File: src/hw/rtl/tsg_pkg.sv
// ----------------------------------------------------------------------------
// tsg_pkg
// Shared constants, codes and control types for the triangle span generator.
// ----------------------------------------------------------------------------
`default_nettype none

package tsg_pkg;

    // Default geometry of the coordinate and fixed-point formats.
    localparam int COORD_BITS_DEF = 13;
    localparam int FRAC_BITS_DEF  = 16;

    // Window registers.
    localparam int CFG_BITS      = 13;
    localparam int CFG_ADDR_BITS = 1;
    localparam int MAX_SCREEN    = 4096;
    localparam logic [CFG_BITS-1:0] WIDTH_RESET  = CFG_BITS'(640);
    localparam logic [CFG_BITS-1:0] HEIGHT_RESET = CFG_BITS'(480);
    localparam logic [CFG_ADDR_BITS-1:0] REG_SCREEN_WIDTH  = 1'b0;
    localparam logic [CFG_ADDR_BITS-1:0] REG_SCREEN_HEIGHT = 1'b1;

    // Result field widths.
    localparam int OUT_BITS   = 12;
    localparam int COLOR_BITS = 32;

    // Setup divisions, run in this order after a load.
    typedef enum logic [2:0] {
        DIV_SPLIT = 3'd0,
        DIV_DOWN0 = 3'd1,
        DIV_DOWN1 = 3'd2,
        DIV_UP0   = 3'd3,
        DIV_UP1   = 3'd4
    } div_op_t;

    // Commands from the controller to the datapath.
    typedef struct packed {
        logic    load;
        logic    mul_en;
        logic    div_start;
        logic    div_store;
        div_op_t op;
        logic    init;
        logic    step_down;
        logic    step_up;
        logic    to_up;
        logic    out_load;
        logic    out_span;
        logic    out_last;
    } tsg_cmd_t;

    // Status from the datapath to the controller.
    typedef struct packed {
        logic flat_top;
        logic flat_bottom;
        logic down_end;
        logic up_end;
        logic div_done;
        logic div_busy;
        logic out_full;
    } tsg_status_t;

endpackage

`default_nettype wire

File: src/hw/rtl/tsg_div.sv
// ----------------------------------------------------------------------------
// tsg_div
// Radix-2 restoring divider, signed dividend by unsigned divisor, quotient
// truncated toward zero. A zero divisor gives a zero quotient.
// ----------------------------------------------------------------------------
`default_nettype none

module tsg_div #(
    parameter int NW = 31,
    parameter int DV = 14
) (
    input  wire logic                 aclk,
    input  wire logic                 aresetn,
    input  wire logic                 start,
    input  wire logic signed [NW-1:0] dividend,
    input  wire logic        [DV-1:0] divisor,
    output logic                      busy,
    output logic                      done,
    output logic signed [NW-1:0]      quotient
);

    localparam int CW = $clog2(NW + 1);

    logic          busy_reg;
    logic          done_reg;
    logic [CW-1:0] cnt_reg;
    logic [NW-1:0] quo_reg;
    logic [DV-1:0] rem_reg;
    logic [DV-1:0] den_reg;
    logic          neg_reg;
    logic          zero_reg;

    logic [DV:0]   trial;
    logic          ge;
    logic [DV:0]   diff;

    // One quotient bit per cycle.
    always_comb begin
        trial = {rem_reg, quo_reg[NW-1]};
        ge    = trial >= {1'b0, den_reg};
        diff  = trial - {1'b0, den_reg};
    end

    // Control state of the iteration.
    always_ff @(posedge aclk) begin
        if (!aresetn) begin
            busy_reg <= 1'b0;
            done_reg <= 1'b0;
            cnt_reg  <= '0;
        end else begin
            done_reg <= 1'b0;
            if (start) begin
                busy_reg <= 1'b1;
                cnt_reg  <= CW'(NW);
            end else if (busy_reg) begin
                cnt_reg <= cnt_reg - 1'b1;
                if (cnt_reg == CW'(1)) begin
                    busy_reg <= 1'b0;
                    done_reg <= 1'b1;
                end
            end
        end
    end

    // Operand and partial result registers.
    always_ff @(posedge aclk) begin
        if (start) begin
            quo_reg  <= dividend[NW-1] ? NW'(-dividend) : dividend;
            rem_reg  <= '0;
            den_reg  <= divisor;
            neg_reg  <= dividend[NW-1];
            zero_reg <= divisor == '0;
        end else if (busy_reg) begin
            quo_reg <= {quo_reg[NW-2:0], ge};
            rem_reg <= ge ? diff[DV-1:0] : trial[DV-1:0];
        end
    end

    assign busy     = busy_reg;
    assign done     = done_reg;
    assign quotient = zero_reg ? '0 : (neg_reg ? NW'(-quo_reg) : quo_reg);

endmodule

`default_nettype wire

File: src/hw/rtl/tsg_datapath.sv
// ----------------------------------------------------------------------------
// tsg_datapath
// Vertex sort, split and slope setup, edge accumulators, span clipping and
// the result register.
// ----------------------------------------------------------------------------
`default_nettype none

module tsg_datapath
    import tsg_pkg::*;
#(
    parameter int COORD_BITS = COORD_BITS_DEF,
    parameter int FRAC_BITS  = FRAC_BITS_DEF
) (
    input  wire logic                          aclk,
    input  wire logic                          aresetn,
    input  wire tsg_cmd_t                      cmd,
    output tsg_status_t                        stat,
    input  wire logic        [CFG_BITS-1:0]    screen_width,
    input  wire logic        [CFG_BITS-1:0]    screen_height,
    input  wire logic signed [COORD_BITS-1:0]  ax,
    input  wire logic signed [COORD_BITS-1:0]  ay,
    input  wire logic signed [COORD_BITS-1:0]  bx,
    input  wire logic signed [COORD_BITS-1:0]  by,
    input  wire logic signed [COORD_BITS-1:0]  cx,
    input  wire logic signed [COORD_BITS-1:0]  cy,
    input  wire logic        [COLOR_BITS-1:0]  fill_color,
    input  wire logic                          m_ready,
    output logic                               m_valid,
    output logic                               span_valid,
    output logic                               visible,
    output logic             [OUT_BITS-1:0]    row,
    output logic             [OUT_BITS-1:0]    left_col,
    output logic             [OUT_BITS-1:0]    right_col,
    output logic             [COLOR_BITS-1:0]  color_out,
    output logic                               last
);

    localparam int C  = COORD_BITS;
    localparam int F  = FRAC_BITS;
    localparam int XW = C + 1;
    localparam int DX = C + 2;
    localparam int PW = 2 * XW;
    localparam int NW = (PW > DX + F) ? PW : DX + F;
    localparam int AW = C + F + 2;
    localparam int TW = AW - F;
    localparam int KW = ((TW > CFG_BITS + 1) ? TW : CFG_BITS + 1) + 1;

    // Sorted vertices, split column, product, slopes and accumulators.
    logic signed [C-1:0]  x1_reg, y1_reg, x2_reg, y2_reg, x3_reg, y3_reg;
    logic signed [XW-1:0] mx_reg;
    logic signed [PW-1:0] prod_reg;
    logic signed [AW-1:0] sd0_reg, sd1_reg, su0_reg, su1_reg;
    logic signed [AW-1:0] acc0_reg, acc1_reg;
    logic signed [C-1:0]  row_reg;
    logic [COLOR_BITS-1:0] color_reg;

    // Result register.
    logic                  m_valid_reg;
    logic                  span_valid_reg, visible_reg, last_reg;
    logic [OUT_BITS-1:0]   row_out_reg, left_reg, right_reg;
    logic [COLOR_BITS-1:0] color_out_reg;

    // Sort network of three compare-and-swap passes, stable on equal rows.
    logic signed [C-1:0] sx [3];
    logic signed [C-1:0] sy [3];
    logic signed [C-1:0] tx, ty;
    always_comb begin
        tx = '0;
        ty = '0;
        sx[0] = ax; sy[0] = ay;
        sx[1] = bx; sy[1] = by;
        sx[2] = cx; sy[2] = cy;
        if (sy[0] > sy[1]) begin
            tx = sx[0]; ty = sy[0];
            sx[0] = sx[1]; sy[0] = sy[1];
            sx[1] = tx; sy[1] = ty;
        end
        if (sy[1] > sy[2]) begin
            tx = sx[1]; ty = sy[1];
            sx[1] = sx[2]; sy[1] = sy[2];
            sx[2] = tx; sy[2] = ty;
        end
        if (sy[0] > sy[1]) begin
            tx = sx[0]; ty = sy[0];
            sx[0] = sx[1]; sy[0] = sy[1];
            sx[1] = tx; sy[1] = ty;
        end
    end

    // Differences used by the setup divisions.
    logic signed [XW-1:0] x1_e, x2_e, x3_e;
    logic [XW-1:0]        dy21, dy31, dy32;
    logic signed [DX-1:0] dxs;
    logic signed [NW-1:0] div_num;
    logic [XW-1:0]        div_den;
    logic signed [NW-1:0] div_q;
    logic                 div_busy, div_done;

    always_comb begin
        x1_e = XW'(x1_reg);
        x2_e = XW'(x2_reg);
        x3_e = XW'(x3_reg);
        dy21 = XW'(y2_reg) - XW'(y1_reg);
        dy31 = XW'(y3_reg) - XW'(y1_reg);
        dy32 = XW'(y3_reg) - XW'(y2_reg);
        case (cmd.op)
            DIV_DOWN0: begin
                dxs = DX'(x2_e) - DX'(x1_e);
                div_den = dy21;
            end
            DIV_DOWN1: begin
                dxs = DX'(mx_reg) - DX'(x1_e);
                div_den = dy21;
            end
            DIV_UP0: begin
                dxs = DX'(x3_e) - DX'(x2_e);
                div_den = dy32;
            end
            DIV_UP1: begin
                dxs = DX'(x3_e) - DX'(mx_reg);
                div_den = dy32;
            end
            default: begin
                dxs = '0;
                div_den = dy31;
            end
        endcase
        if (cmd.op == DIV_SPLIT) begin
            div_num = NW'(prod_reg);
        end else begin
            div_num = NW'(dxs) <<< F;
        end
    end

    tsg_div #(
        .NW (NW),
        .DV (XW)
    ) u_div (
        .aclk     (aclk),
        .aresetn  (aresetn),
        .start    (cmd.div_start),
        .dividend (div_num),
        .divisor  (div_den),
        .busy     (div_busy),
        .done     (div_done),
        .quotient (div_q)
    );

    logic flat_bottom, flat_top;
    assign flat_bottom = y2_reg == y3_reg;
    assign flat_top    = (y1_reg == y2_reg) && !flat_bottom;

    // Vertex and setup registers.
    always_ff @(posedge aclk) begin
        if (cmd.load) begin
            x1_reg <= sx[0]; y1_reg <= sy[0];
            x2_reg <= sx[1]; y2_reg <= sy[1];
            x3_reg <= sx[2]; y3_reg <= sy[2];
            color_reg <= fill_color;
        end
        if (cmd.mul_en) begin
            prod_reg <= (x3_e - x1_e) * $signed(dy21);
        end
        if (cmd.div_store) begin
            case (cmd.op)
                DIV_SPLIT: begin
                    if (flat_bottom) begin
                        mx_reg <= x3_e;
                    end else if (flat_top) begin
                        mx_reg <= x1_e;
                    end else begin
                        mx_reg <= div_q[XW-1:0] + x1_e;
                    end
                end
                DIV_DOWN0: sd0_reg <= div_q[AW-1:0];
                DIV_DOWN1: sd1_reg <= div_q[AW-1:0];
                DIV_UP0:   su0_reg <= div_q[AW-1:0];
                default:   su1_reg <= div_q[AW-1:0];
            endcase
        end
    end

    // Edge accumulators and current row.
    always_ff @(posedge aclk) begin
        if (!aresetn) begin
            acc0_reg <= '0;
            acc1_reg <= '0;
            row_reg  <= '0;
        end else if ((cmd.init && flat_top) || cmd.to_up) begin
            acc0_reg <= AW'(x3_reg) <<< F;
            acc1_reg <= AW'(x3_reg) <<< F;
            row_reg  <= y3_reg;
        end else if (cmd.init) begin
            acc0_reg <= AW'(x1_reg) <<< F;
            acc1_reg <= AW'(x1_reg) <<< F;
            row_reg  <= y1_reg;
        end else if (cmd.step_down) begin
            acc0_reg <= acc0_reg + sd0_reg;
            acc1_reg <= acc1_reg + sd1_reg;
            row_reg  <= row_reg + 1'b1;
        end else if (cmd.step_up) begin
            acc0_reg <= acc0_reg - su0_reg;
            acc1_reg <= acc1_reg - su1_reg;
            row_reg  <= row_reg - 1'b1;
        end
    end

    // Span ends truncated toward zero, then clipped to the window.
    logic signed [TW-1:0] a_t, b_t, lo_t, hi_t;
    logic signed [KW-1:0] lo_k, hi_k, row_k, w_k, h_k;
    logic                 vis;
    always_comb begin
        a_t = TW'(acc0_reg >>> F)
            + TW'(acc0_reg[AW-1] && (acc0_reg[F-1:0] != '0));
        b_t = TW'(acc1_reg >>> F)
            + TW'(acc1_reg[AW-1] && (acc1_reg[F-1:0] != '0));
        lo_t = (a_t < b_t) ? a_t : b_t;
        hi_t = (a_t < b_t) ? b_t : a_t;
        lo_k = KW'(lo_t);
        hi_k = KW'(hi_t);
        row_k = KW'(row_reg);
        w_k = (screen_width > CFG_BITS'(MAX_SCREEN)) ? KW'(MAX_SCREEN)
            : KW'({1'b0, screen_width});
        h_k = (screen_height > CFG_BITS'(MAX_SCREEN)) ? KW'(MAX_SCREEN)
            : KW'({1'b0, screen_height});
        vis = (row_k >= 0) && (row_k < h_k) && (hi_k >= 0) && (lo_k < w_k);
        if (lo_k < 0) begin
            lo_k = '0;
        end
        if (hi_k > w_k - 1) begin
            hi_k = w_k - 1;
        end
    end

    // Result register; it takes a new result on each load command, when it is empty or the old one leaves.
    always_ff @(posedge aclk) begin
        if (!aresetn) begin
            m_valid_reg <= 1'b0;
        end else if (cmd.out_load) begin
            m_valid_reg <= 1'b1;
        end else if (m_ready) begin
            m_valid_reg <= 1'b0;
        end
    end

    always_ff @(posedge aclk) begin
        if (cmd.out_load) begin
            span_valid_reg <= cmd.out_span;
            visible_reg    <= cmd.out_span && vis;
            row_out_reg    <= (cmd.out_span && vis) ? row_k[OUT_BITS-1:0] : '0;
            left_reg       <= (cmd.out_span && vis) ? lo_k[OUT_BITS-1:0] : '0;
            right_reg      <= (cmd.out_span && vis) ? hi_k[OUT_BITS-1:0] : '0;
            color_out_reg  <= cmd.out_span ? color_reg : '0;
            last_reg       <= cmd.out_span && cmd.out_last;
        end
    end

    always_comb begin
        stat.flat_top    = flat_top;
        stat.flat_bottom = flat_bottom;
        stat.down_end    = row_reg >= y2_reg;
        stat.up_end      = row_reg <= y2_reg;
        stat.div_done    = div_done;
        stat.div_busy    = div_busy;
        stat.out_full    = m_valid_reg;
    end

    assign m_valid    = m_valid_reg;
    assign span_valid = span_valid_reg;
    assign visible    = visible_reg;
    assign row        = row_out_reg;
    assign left_col   = left_reg;
    assign right_col  = right_reg;
    assign color_out  = color_out_reg;
    assign last       = last_reg;

endmodule

`default_nettype wire

File: src/hw/rtl/tsg_ctrl.sv
// ----------------------------------------------------------------------------
// tsg_ctrl
// Controller: accepts items, sequences the setup after a load and walks the
// two triangle halves one span per step item; in idle a step item yields no span.
// ----------------------------------------------------------------------------
`default_nettype none

module tsg_ctrl
    import tsg_pkg::*;
(
    input  wire logic        aclk,
    input  wire logic        aresetn,
    input  wire logic        s_valid,
    input  wire logic        s_mode,
    input  wire logic        m_ready,
    output logic             s_ready,
    input  wire tsg_status_t stat,
    output tsg_cmd_t         cmd
);

    typedef enum logic [6:0] {
        ST_IDLE      = 7'b0000001,
        ST_DOWN      = 7'b0000010,
        ST_UP        = 7'b0000100,
        ST_MUL       = 7'b0001000,
        ST_DIV_START = 7'b0010000,
        ST_DIV_WAIT  = 7'b0100000,
        ST_INIT      = 7'b1000000
    } state_t;

    state_t  state_reg, state_next;
    div_op_t op_reg, op_next;
    logic    walking;
    logic    accept;

    assign walking = (state_reg == ST_IDLE) || (state_reg == ST_DOWN)
                  || (state_reg == ST_UP);
    assign s_ready = walking && (!stat.out_full || m_ready);
    assign accept  = s_valid && s_ready;

    // Next state and commands.
    always_comb begin
        state_next = state_reg;
        op_next    = op_reg;
        cmd        = '0;
        cmd.op     = op_reg;
        case (state_reg)
            ST_IDLE, ST_DOWN, ST_UP: begin
                if (accept) begin
                    cmd.out_load = 1'b1;
                    if (!s_mode) begin
                        cmd.load   = 1'b1;
                        state_next = ST_MUL;
                    end else if (state_reg == ST_DOWN) begin
                        cmd.out_span = 1'b1;
                        if (stat.down_end) begin
                            if (stat.flat_bottom) begin
                                cmd.out_last = 1'b1;
                                state_next   = ST_IDLE;
                            end else begin
                                cmd.to_up  = 1'b1;
                                state_next = ST_UP;
                            end
                        end else begin
                            cmd.step_down = 1'b1;
                        end
                    end else if (state_reg == ST_UP) begin
                        cmd.out_span = 1'b1;
                        if (stat.up_end) begin
                            cmd.out_last = 1'b1;
                            state_next   = ST_IDLE;
                        end else begin
                            cmd.step_up = 1'b1;
                        end
                    end
                end
            end
            ST_MUL: begin
                cmd.mul_en = 1'b1;
                op_next    = DIV_SPLIT;
                state_next = ST_DIV_START;
            end
            ST_DIV_START: begin
                cmd.div_start = 1'b1;
                state_next    = ST_DIV_WAIT;
            end
            ST_DIV_WAIT: begin
                if (stat.div_done) begin
                    cmd.div_store = 1'b1;
                    case (op_reg)
                        DIV_SPLIT: op_next = DIV_DOWN0;
                        DIV_DOWN0: op_next = DIV_DOWN1;
                        DIV_DOWN1: op_next = DIV_UP0;
                        DIV_UP0:   op_next = DIV_UP1;
                        default:   op_next = DIV_SPLIT;
                    endcase
                    state_next = (op_reg == DIV_UP1) ? ST_INIT : ST_DIV_START;
                end
            end
            ST_INIT: begin
                cmd.init   = 1'b1;
                state_next = stat.flat_top ? ST_UP : ST_DOWN;
            end
            default: begin
                state_next = ST_IDLE;
            end
        endcase
    end

    always_ff @(posedge aclk) begin
        if (!aresetn) begin
            state_reg <= ST_IDLE;
            op_reg    <= DIV_SPLIT;
        end else begin
            state_reg <= state_next;
            op_reg    <= op_next;
        end
    end

    // A load always starts the setup sequence.
    assert property (@(posedge aclk) disable iff (!aresetn)
        (accept && !s_mode) |=> (state_reg == ST_MUL))
        else $error("load did not start setup");

    // The divider reports completion only while the controller waits for it.
    assert property (@(posedge aclk) disable iff (!aresetn)
        stat.div_done |-> (state_reg == ST_DIV_WAIT))
        else $error("divider finished outside wait state");

    // No item is taken while a setup division runs.
    assert property (@(posedge aclk) disable iff (!aresetn)
        stat.div_busy |-> !s_ready)
        else $error("input ready during setup division");

    // Initialization always leads into the down or the up walk.
    assert property (@(posedge aclk) disable iff (!aresetn)
        (state_reg == ST_INIT) |=> (state_reg == ST_DOWN || state_reg == ST_UP))
        else $error("init did not enter a walk state");

endmodule

`default_nettype wire

File: src/hw/rtl/triangle_span_generator_top.sv
// ----------------------------------------------------------------------------
// triangle_span_generator_top
// Scan-converts a filled triangle into clipped horizontal spans.
// ----------------------------------------------------------------------------
//  Channel  | Ports                                   | Direction
//  ---------+-----------------------------------------+----------
//  input    | s_valid/s_ready, s_mode, s_ax..s_cy,    | in
//           | s_fill_color                            |
//  result   | m_valid/m_ready, m_span_valid, m_row,   | out
//           | m_visible, m_left_col, m_right_col,     |
//           | m_color_out, m_last                     |
//  config   | cfg_wr_en, cfg_addr, cfg_wr_data        | in
//
// Step items issue spans back to back while the result register is not stalled.
// A load item returns a result with no span, then holds the input closed while the NW-bit
// shared serial divider computes the split column and then the down and up edge slopes,
// NW = max(2*COORD_BITS+2, COORD_BITS+FRAC_BITS+2).
// Reset is synchronous and active low; a stalled result keeps the input closed
// only when the result register is full and not taken.
`default_nettype none

module triangle_span_generator_top
    import tsg_pkg::*;
#(
    parameter int COORD_BITS = COORD_BITS_DEF,
    parameter int FRAC_BITS  = FRAC_BITS_DEF
) (
    input  wire logic                         aclk,
    input  wire logic                         aresetn,
    input  wire logic                         cfg_wr_en,
    input  wire logic        [CFG_ADDR_BITS-1:0] cfg_addr,
    input  wire logic        [CFG_BITS-1:0]   cfg_wr_data,
    input  wire logic                         s_valid,
    output logic                              s_ready,
    input  wire logic                         s_mode,
    input  wire logic signed [COORD_BITS-1:0] s_ax,
    input  wire logic signed [COORD_BITS-1:0] s_ay,
    input  wire logic signed [COORD_BITS-1:0] s_bx,
    input  wire logic signed [COORD_BITS-1:0] s_by,
    input  wire logic signed [COORD_BITS-1:0] s_cx,
    input  wire logic signed [COORD_BITS-1:0] s_cy,
    input  wire logic        [COLOR_BITS-1:0] s_fill_color,
    output logic                              m_valid,
    input  wire logic                         m_ready,
    output logic                              m_span_valid,
    output logic                              m_visible,
    output logic             [OUT_BITS-1:0]   m_row,
    output logic             [OUT_BITS-1:0]   m_left_col,
    output logic             [OUT_BITS-1:0]   m_right_col,
    output logic             [COLOR_BITS-1:0] m_color_out,
    output logic                              m_last
);

    logic [CFG_BITS-1:0] width_reg;
    logic [CFG_BITS-1:0] height_reg;
    tsg_cmd_t            cmd;
    tsg_status_t         stat;

    // Window registers.
    always_ff @(posedge aclk) begin
        if (!aresetn) begin
            width_reg  <= WIDTH_RESET;
            height_reg <= HEIGHT_RESET;
        end else if (cfg_wr_en) begin
            if (cfg_addr == REG_SCREEN_WIDTH) begin
                width_reg <= cfg_wr_data;
            end
            if (cfg_addr == REG_SCREEN_HEIGHT) begin
                height_reg <= cfg_wr_data;
            end
        end
    end

    tsg_ctrl u_ctrl (
        .aclk    (aclk),
        .aresetn (aresetn),
        .s_valid (s_valid),
        .s_mode  (s_mode),
        .m_ready (m_ready),
        .s_ready (s_ready),
        .stat    (stat),
        .cmd     (cmd)
    );

    tsg_datapath #(
        .COORD_BITS (COORD_BITS),
        .FRAC_BITS  (FRAC_BITS)
    ) u_datapath (
        .aclk          (aclk),
        .aresetn       (aresetn),
        .cmd           (cmd),
        .stat          (stat),
        .screen_width  (width_reg),
        .screen_height (height_reg),
        .ax            (s_ax),
        .ay            (s_ay),
        .bx            (s_bx),
        .by            (s_by),
        .cx            (s_cx),
        .cy            (s_cy),
        .fill_color    (s_fill_color),
        .m_ready       (m_ready),
        .m_valid       (m_valid),
        .span_valid    (m_span_valid),
        .visible       (m_visible),
        .row           (m_row),
        .left_col      (m_left_col),
        .right_col     (m_right_col),
        .color_out     (m_color_out),
        .last          (m_last)
    );

endmodule

`default_nettype wire
File: config.mk
export PLATFORM = sky130hd
export DESIGN_NAME = triangle_span_generator_top
export DESIGN_NICKNAME = d
export VERILOG_FILES = /design/src/hw/rtl/tsg_pkg.sv /design/src/hw/rtl/tsg_div.sv /design/src/hw/rtl/tsg_datapath.sv /design/src/hw/rtl/tsg_ctrl.sv /design/src/hw/rtl/triangle_span_generator_top.sv
export SDC_FILE = /design/constraint.sdc
export NUM_CORES = 2
export LEC_CHECK = 0
export CAP_MARGIN = 40
export CORE_MARGIN = 5
export CORE_UTILIZATION = 36
export CTS_CLUSTER_DIAMETER = 60
export CTS_CLUSTER_SIZE = 40
export DETAILED_ROUTE_END_ITERATION = 10
export DONT_BUFFER_PORTS = 1
export MAX_ROUTING_LAYER = met4
export PLACE_DENSITY_LB_ADDON = 0.05
export SYNTH_ARGS = -nofsm -noshare
export SYNTH_HDL_FRONTEND = slang
export SYNTH_SLANG_ARGS = --single-unit
File: constraint.sdc
create_clock -name aclk -period 15.69 [get_ports aclk]
set_input_delay 0.7845 -clock aclk [delete_from_list [all_inputs] [get_ports aclk]]
set_output_delay 0.7845 -clock aclk [all_outputs]
set_load 0.02 [all_outputs]
Yosys cells after proc, flatten, opt, wreduce, memory -nomap -nowiden
Cells that the tools add are included.
{ "classes": {"addsub": 22, "n_mul": 1, "magnitude_cmp": 15, "n_eq_ne": 19, "muxes": 81, "n_bitwise": 5, "reduce_logical": 42} }
{ "op_table": {"columns": ["cell", "n"], "rows": [
  ["31-bit two-way mux", 14],
  ["26-bit two-way mux", 6],
  ["13-bit by 13-bit subtractor with 14-bit output", 6],
  ["13-bit two-way mux", 6],
  ["31-bit adder", 2],
  ["31-bit negation", 2],
  ["31-bit subtractor", 2],
  ["15-bit case mux with 4 select lines", 1],
  ["7-bit two-way mux", 8],
  ["14-bit two-way mux", 3],
  ["13-bit > comparator", 3],
  ["7-bit case mux with 5 select lines", 1],
  ["16-bit nonzero test", 2],
  ["15-bit by 1-bit adder with 15-bit output", 2],
  ["15-bit two-way mux", 2],
  ["14-bit by 14-bit multiplier with 28-bit output", 1],
  ["14-bit case mux with 2 select lines", 1],
  ["13-bit == test", 2],
  ["13-bit > comparator, second input constant", 2],
  ["1-bit two-way mux", 25],
  ["2-bit AND reduction", 8],
  ["15-bit by 1-bit >= comparator with 1-bit output, second input constant", 1],
  ["15-bit by 14-bit >= comparator with 1-bit output", 1],
  ["15-bit by 14-bit > comparator with 1-bit output", 1],
  ["other kinds (49)", 83]
]} }
{ "word_totals": {"regBits": 527, "in_bits": 130, "word_cells": 223} }

Logic depth before layout (Yosys ltp)
{ "depth": {"word_depth": 11, "ltp_mapped": 35} }

Cells and area by module
A second synthesis with hierarchy kept.
{ "unflattened": {"hier_cells": 4813, "area_unflattened_um2": 44666.6} }
{ "by_module_without_submodules": {"columns": ["module", "instances", "cells_each", "area_per_inst_um2"], "rows": [
  ["tsg_datapath", 1, 4078, 38080.3],
  ["tsg_div", 1, 533, 4798.4],
  ["triangle_span_generator_top", 1, 108, 1039.7],
  ["tsg_ctrl", 1, 94, 748.2]
]} }

Worst setup path after synthesis
OpenSTA, ideal clock, no wires.
{ "synth_path": {"path_kind": "reg2reg", "startpoint": "register u_ctrl.state_reg[3]", "endpoint": "register u_datapath.color_reg[0], enable pin", "setup_time_ps": 715, "arrival_ps": 8497, "path_slack_ps": 6478, "stages_incl_launch_ff": 4, "synth_period_minus_slack_ps": 9212, "path_cell_list": "dfxtp_1 nor4_2 o21ai_1 nor3_1"} }
{ "synth_lines": {"columns": ["item", "line_no", "text"], "rows": [
  ["from (decl)", "tsg_ctrl.sv:31", "state_t state_reg, state_next;"],
  ["from (signal assigned)", "tsg_ctrl.sv:115", "state_reg <= state_next;"],
  ["to (signal assigned)", "tsg_datapath.sv:159", "color_reg <= fill_color;"],
  ["to (decl)", "tsg_datapath.sv:55", "logic [COLOR_BITS-1:0] color_reg;"]
]} }

Worst setup path in the final report
{ "layout_path": {"startpoint": "register u_datapath.x3_reg[0]", "endpoint": "register u_datapath.prod_reg[27], data pin"} }
{ "layout_via": {"elab_chain_cells": 2} }
{ "layout_lines": {"columns": ["item", "line_no", "text"], "rows": [
  ["from (decl)", "tsg_datapath.sv:49", "logic signed [C-1:0] x1_reg, y1_reg, x2_reg, y2_reg, x3_reg, y3_reg;"],
  ["from (signal assigned)", "tsg_datapath.sv:158", "x3_reg <= sx[2]; y3_reg <= sy[2];"],
  ["13-bit by 13-bit subtractor with 14-bit output", "tsg_datapath.sv:162", "prod_reg <= (x3_e - x1_e) * $signed(dy21);"],
  ["14-bit by 14-bit multiplier with 28-bit output", "tsg_datapath.sv:162", null],
  ["to (signal assigned)", "tsg_datapath.sv:162", null],
  ["to (decl)", "tsg_datapath.sv:51", "logic signed [PW-1:0] prod_reg;"]
]} }
No other way between the ends.
A chain may end at the register's enable or synchronous reset.

==> metrics.md <==
| Metric | Value |
|---|---|
| PostCTS Resize Cnt | 0 |
| Total grt overflow | 0 |
| Largest net degree at the start of global routing | 68 |
| CTS tree | built |
| Die ar. | approximately 0.13 mm^2 |
| Max Clock Freq | about 110 MHz |
| Core area | about 0.12 mm^2 |
| Placed inst area | between 0.04 and 0.05 mm^2 |
| Final Slew Violations | 0 |
| Synth top area cells | edfxtp_1, ha_1, fa_1 |
| Unique masters post-synth | 90 |
| Final ANT Viol Nets | 0 |
| Hold depth | 1 |
| Commonest cells after routing, fill and taps aside | nand2_1, nor2_1, inv_1, a21oi_1, edfxtp_1 |
| Sequential share of the synthesized area | between 30 and 40% |
| Number of global-route vias before repair | roughly 35000 |
| Vias per inst | approximately 5.4 |
| Reg area | roughly 0.014 mm^2 |
| Crit end category | flip-flop |
| Num CTS Buffers | 74 |
| XOR/XNOR Fraction of Synth Area | under 10% |
| Die Y | ~360 um |
| Clock Path Buffers | 3 |
| Synth Area in Simple Gates | between 10% and 20% |
| Root buf cell | clkbuf_16 |
| Cell area after layout | about 0.050 mm^2 |
| GRT Util Overall | 23.7% |
| Largest family of logic cells by synthesized area | adder cells |
| Area of the multi-input gates | ~0.028 mm^2 |
| IO Pins | 203 |
| Arrival time of the worst setup path | 9.81 ns |
| RSZ-0062 raised after global routing | false |
| Mux cell area share after synthesis | 2.39% |
| Die Wd | ~360 um |
| FFs w/ async S/R, synth | 0% |
| Crit path kind | reg2reg |
| Drc violations | 0 |
| CP startpoint | u_datapath.x3_reg[0] |
| Synth area leader | edfxtp_1 |
| Hold Path Class | in2reg |
| Critical path peak fanout | 6 |
| Clock Skew | 0.0283 ns |
| Post-Synthesis Cells | roughly 5000 |
| Mean Syn Cell Area | 8.97 um^2 |
| Slew HR | between 30% and 40% |
| Fill count | around 13000 |
| Post-synth EDFFs | 394 |
| Final period utilization | 60.0% |
| Synth warnings | 0 |
| Syn-to-layout area delta | 11.2% |
| Initial antenna violation count | 5 |
| Initial drt markers | ~3000 |
| Commonest non-fill, non-tap cell in the layout | nand2_1 |
| Total wire length | between 150000 and 200000 um |
| Crit path buf inv count | 6 |
| R2R cell count | 31 |
| #FFs+latches synth | ~530 |
| Hold Violations, Final | 0 |
| Fin nets | about 5700 |
| H-tree depth | 3 |
| Avg WL per Cell | between 20 and 25 um |
| PortBufs | 0 |
| Worst Setup Start Kind | flip-flop |
| Final TNS setup | 0 ns |
| Max Cap Viol | 0 |
| Mapped cell area | roughly 0.045 mm^2 |
| Clock latency on the worst-skew pair | between 0.6 and 0.7 ns |
| R2R Setup Slk | 6.28 ns |
| Most used flip-flop cell after synthesis | edfxtp_1 |
| First-pass GRT wire length | approximately 230000 um |
| Clock transition at path regs | around 0.060 ns |
| Critical path's slowest cell | o41ai_1 |
| Worst path depth | 31 |
| Share of Yosys cell area claimed by the top area cell type | 26.5% |
| Worst slew pin tran | 0.968 ns |
| Via Count | about 36000 |
| Routability cong. | ~0.94 |
| R2R Path End | u_datapath.prod_reg[27] |
| Dpl hpwl | 122000 um |
| Row count | around 130 |
| CP endpoint | u_datapath.prod_reg[27] |
| Sink Count | 527 |
| Tmin final | roughly 9.4 ns |
| Worst EP required | 16.10 ns |
| CP max stage delay | roughly 0.66 ns |
| First drt pass iteration count | 5 |
| Reg-to-reg startpoint | u_datapath.x3_reg[0] |
| Setup bufs post-CTS | 0 |
| Share of cells above drive strength 1 | between 6 and 7% |
| Run status | finished, final reports clean |
| Finish-stage setup viols | 0 |
| Synth Area in Adders | between 20% and 30% |
| Initial Util | between 30 and 40% |
| Hold-fix buffers, CTS | 0 |
| CP top delay family | adder cells |
| Post-synthesis compound-gate area fraction | 16.6% |
| Syn_nets | roughly 5700 |
synthesized netlist by cell type, drive strengths merged (14+ instances only):
master,number
mux2,20
ha,386
nor3,119
o211ai,28
inv,444
or3,27
xor2,140
fa,208
clkbuf,145
a22oi,17
o22ai,16
nand3,93
edfxtp,394
mux2i,84
and2,61
or2,26
nand2,523
nor4,40
a211oi,57
a221oi,15
o21ai,243
a21boi,22
xnor2,173
buf,19
o21bai,28
o21a,46
nand2b,43
nor2b,65
o31ai,35
a31oi,35
nand4,37
and3,22
a21o,75
or4,25
dfxtp,133
a21oi,435
a211o,14
nor2,507
nand3b,14
per-stage QoR:
stage | instances | utilization [%] | worst slack, ns | hold WS, ns
floorplan | 4972 | - | 6.48 | 0.448
global placement | 6521 | 37.9 | 6.47 | 0.464
detailed placement | 6545 | 38.1 | 6.36 | 0.468
CTS | 6683 | 40.2 | 6.33 | 0.142
global route | 6685 | 40.2 | 5.74 | 0.150
finish | 6687 | 40.2 | 6.28 | 0.187
layer usage:
metal | GRT usage [%] | wire length (um) | vias to the layer above
met5 | - | 0 | -
met4 | 5.24 | 3490 | 0
met3 | 3.65 | 8210 | 158
met2 | 37.0 | 70500 | 946
met1 | 32.8 | 72500 | 17700
li1 | - | - | 17600
cells by family after synthesis:
kind of cell | after synthesis
compound gates | 1185
flops | 527
fa+ha+maj | 594
mux | 104
buf+inv | 610
xor+xnor | 313
simple gates | 1639
how the worst min path moves through the flow:
stage	slack, ns	endpoint	from
detailed placement	0.47	u_datapath.acc0_reg[6]	u_datapath.acc0_reg[6]
floorplan	0.45	u_datapath.acc1_reg[0]	u_datapath.acc1_reg[0]
finish	0.19	u_ctrl.state_reg[3]	s_mode
global route	0.15	u_datapath.color_reg[24]	s_fill_color[24]
CTS	0.14	u_ctrl.state_reg[3]	s_mode
global placement	0.46	u_datapath.acc0_reg[6]	u_datapath.acc0_reg[6]
cell type report:
cell class                      count  area share [%]
Antenna cell                        2          0.0101
Clock buffer                       81            3.83
Clock inverter                     57            1.33
Inverter                          446            3.37
Multi-Input combinational cell   3835            56.3
Sequential cell                   527            29.2
Tap cell                         1637            4.13
Timing Repair Buffer              102            1.79
Power is not shown: default switching activity piles up to over one toggle a cycle in this logic, so the estimate is an artifact.
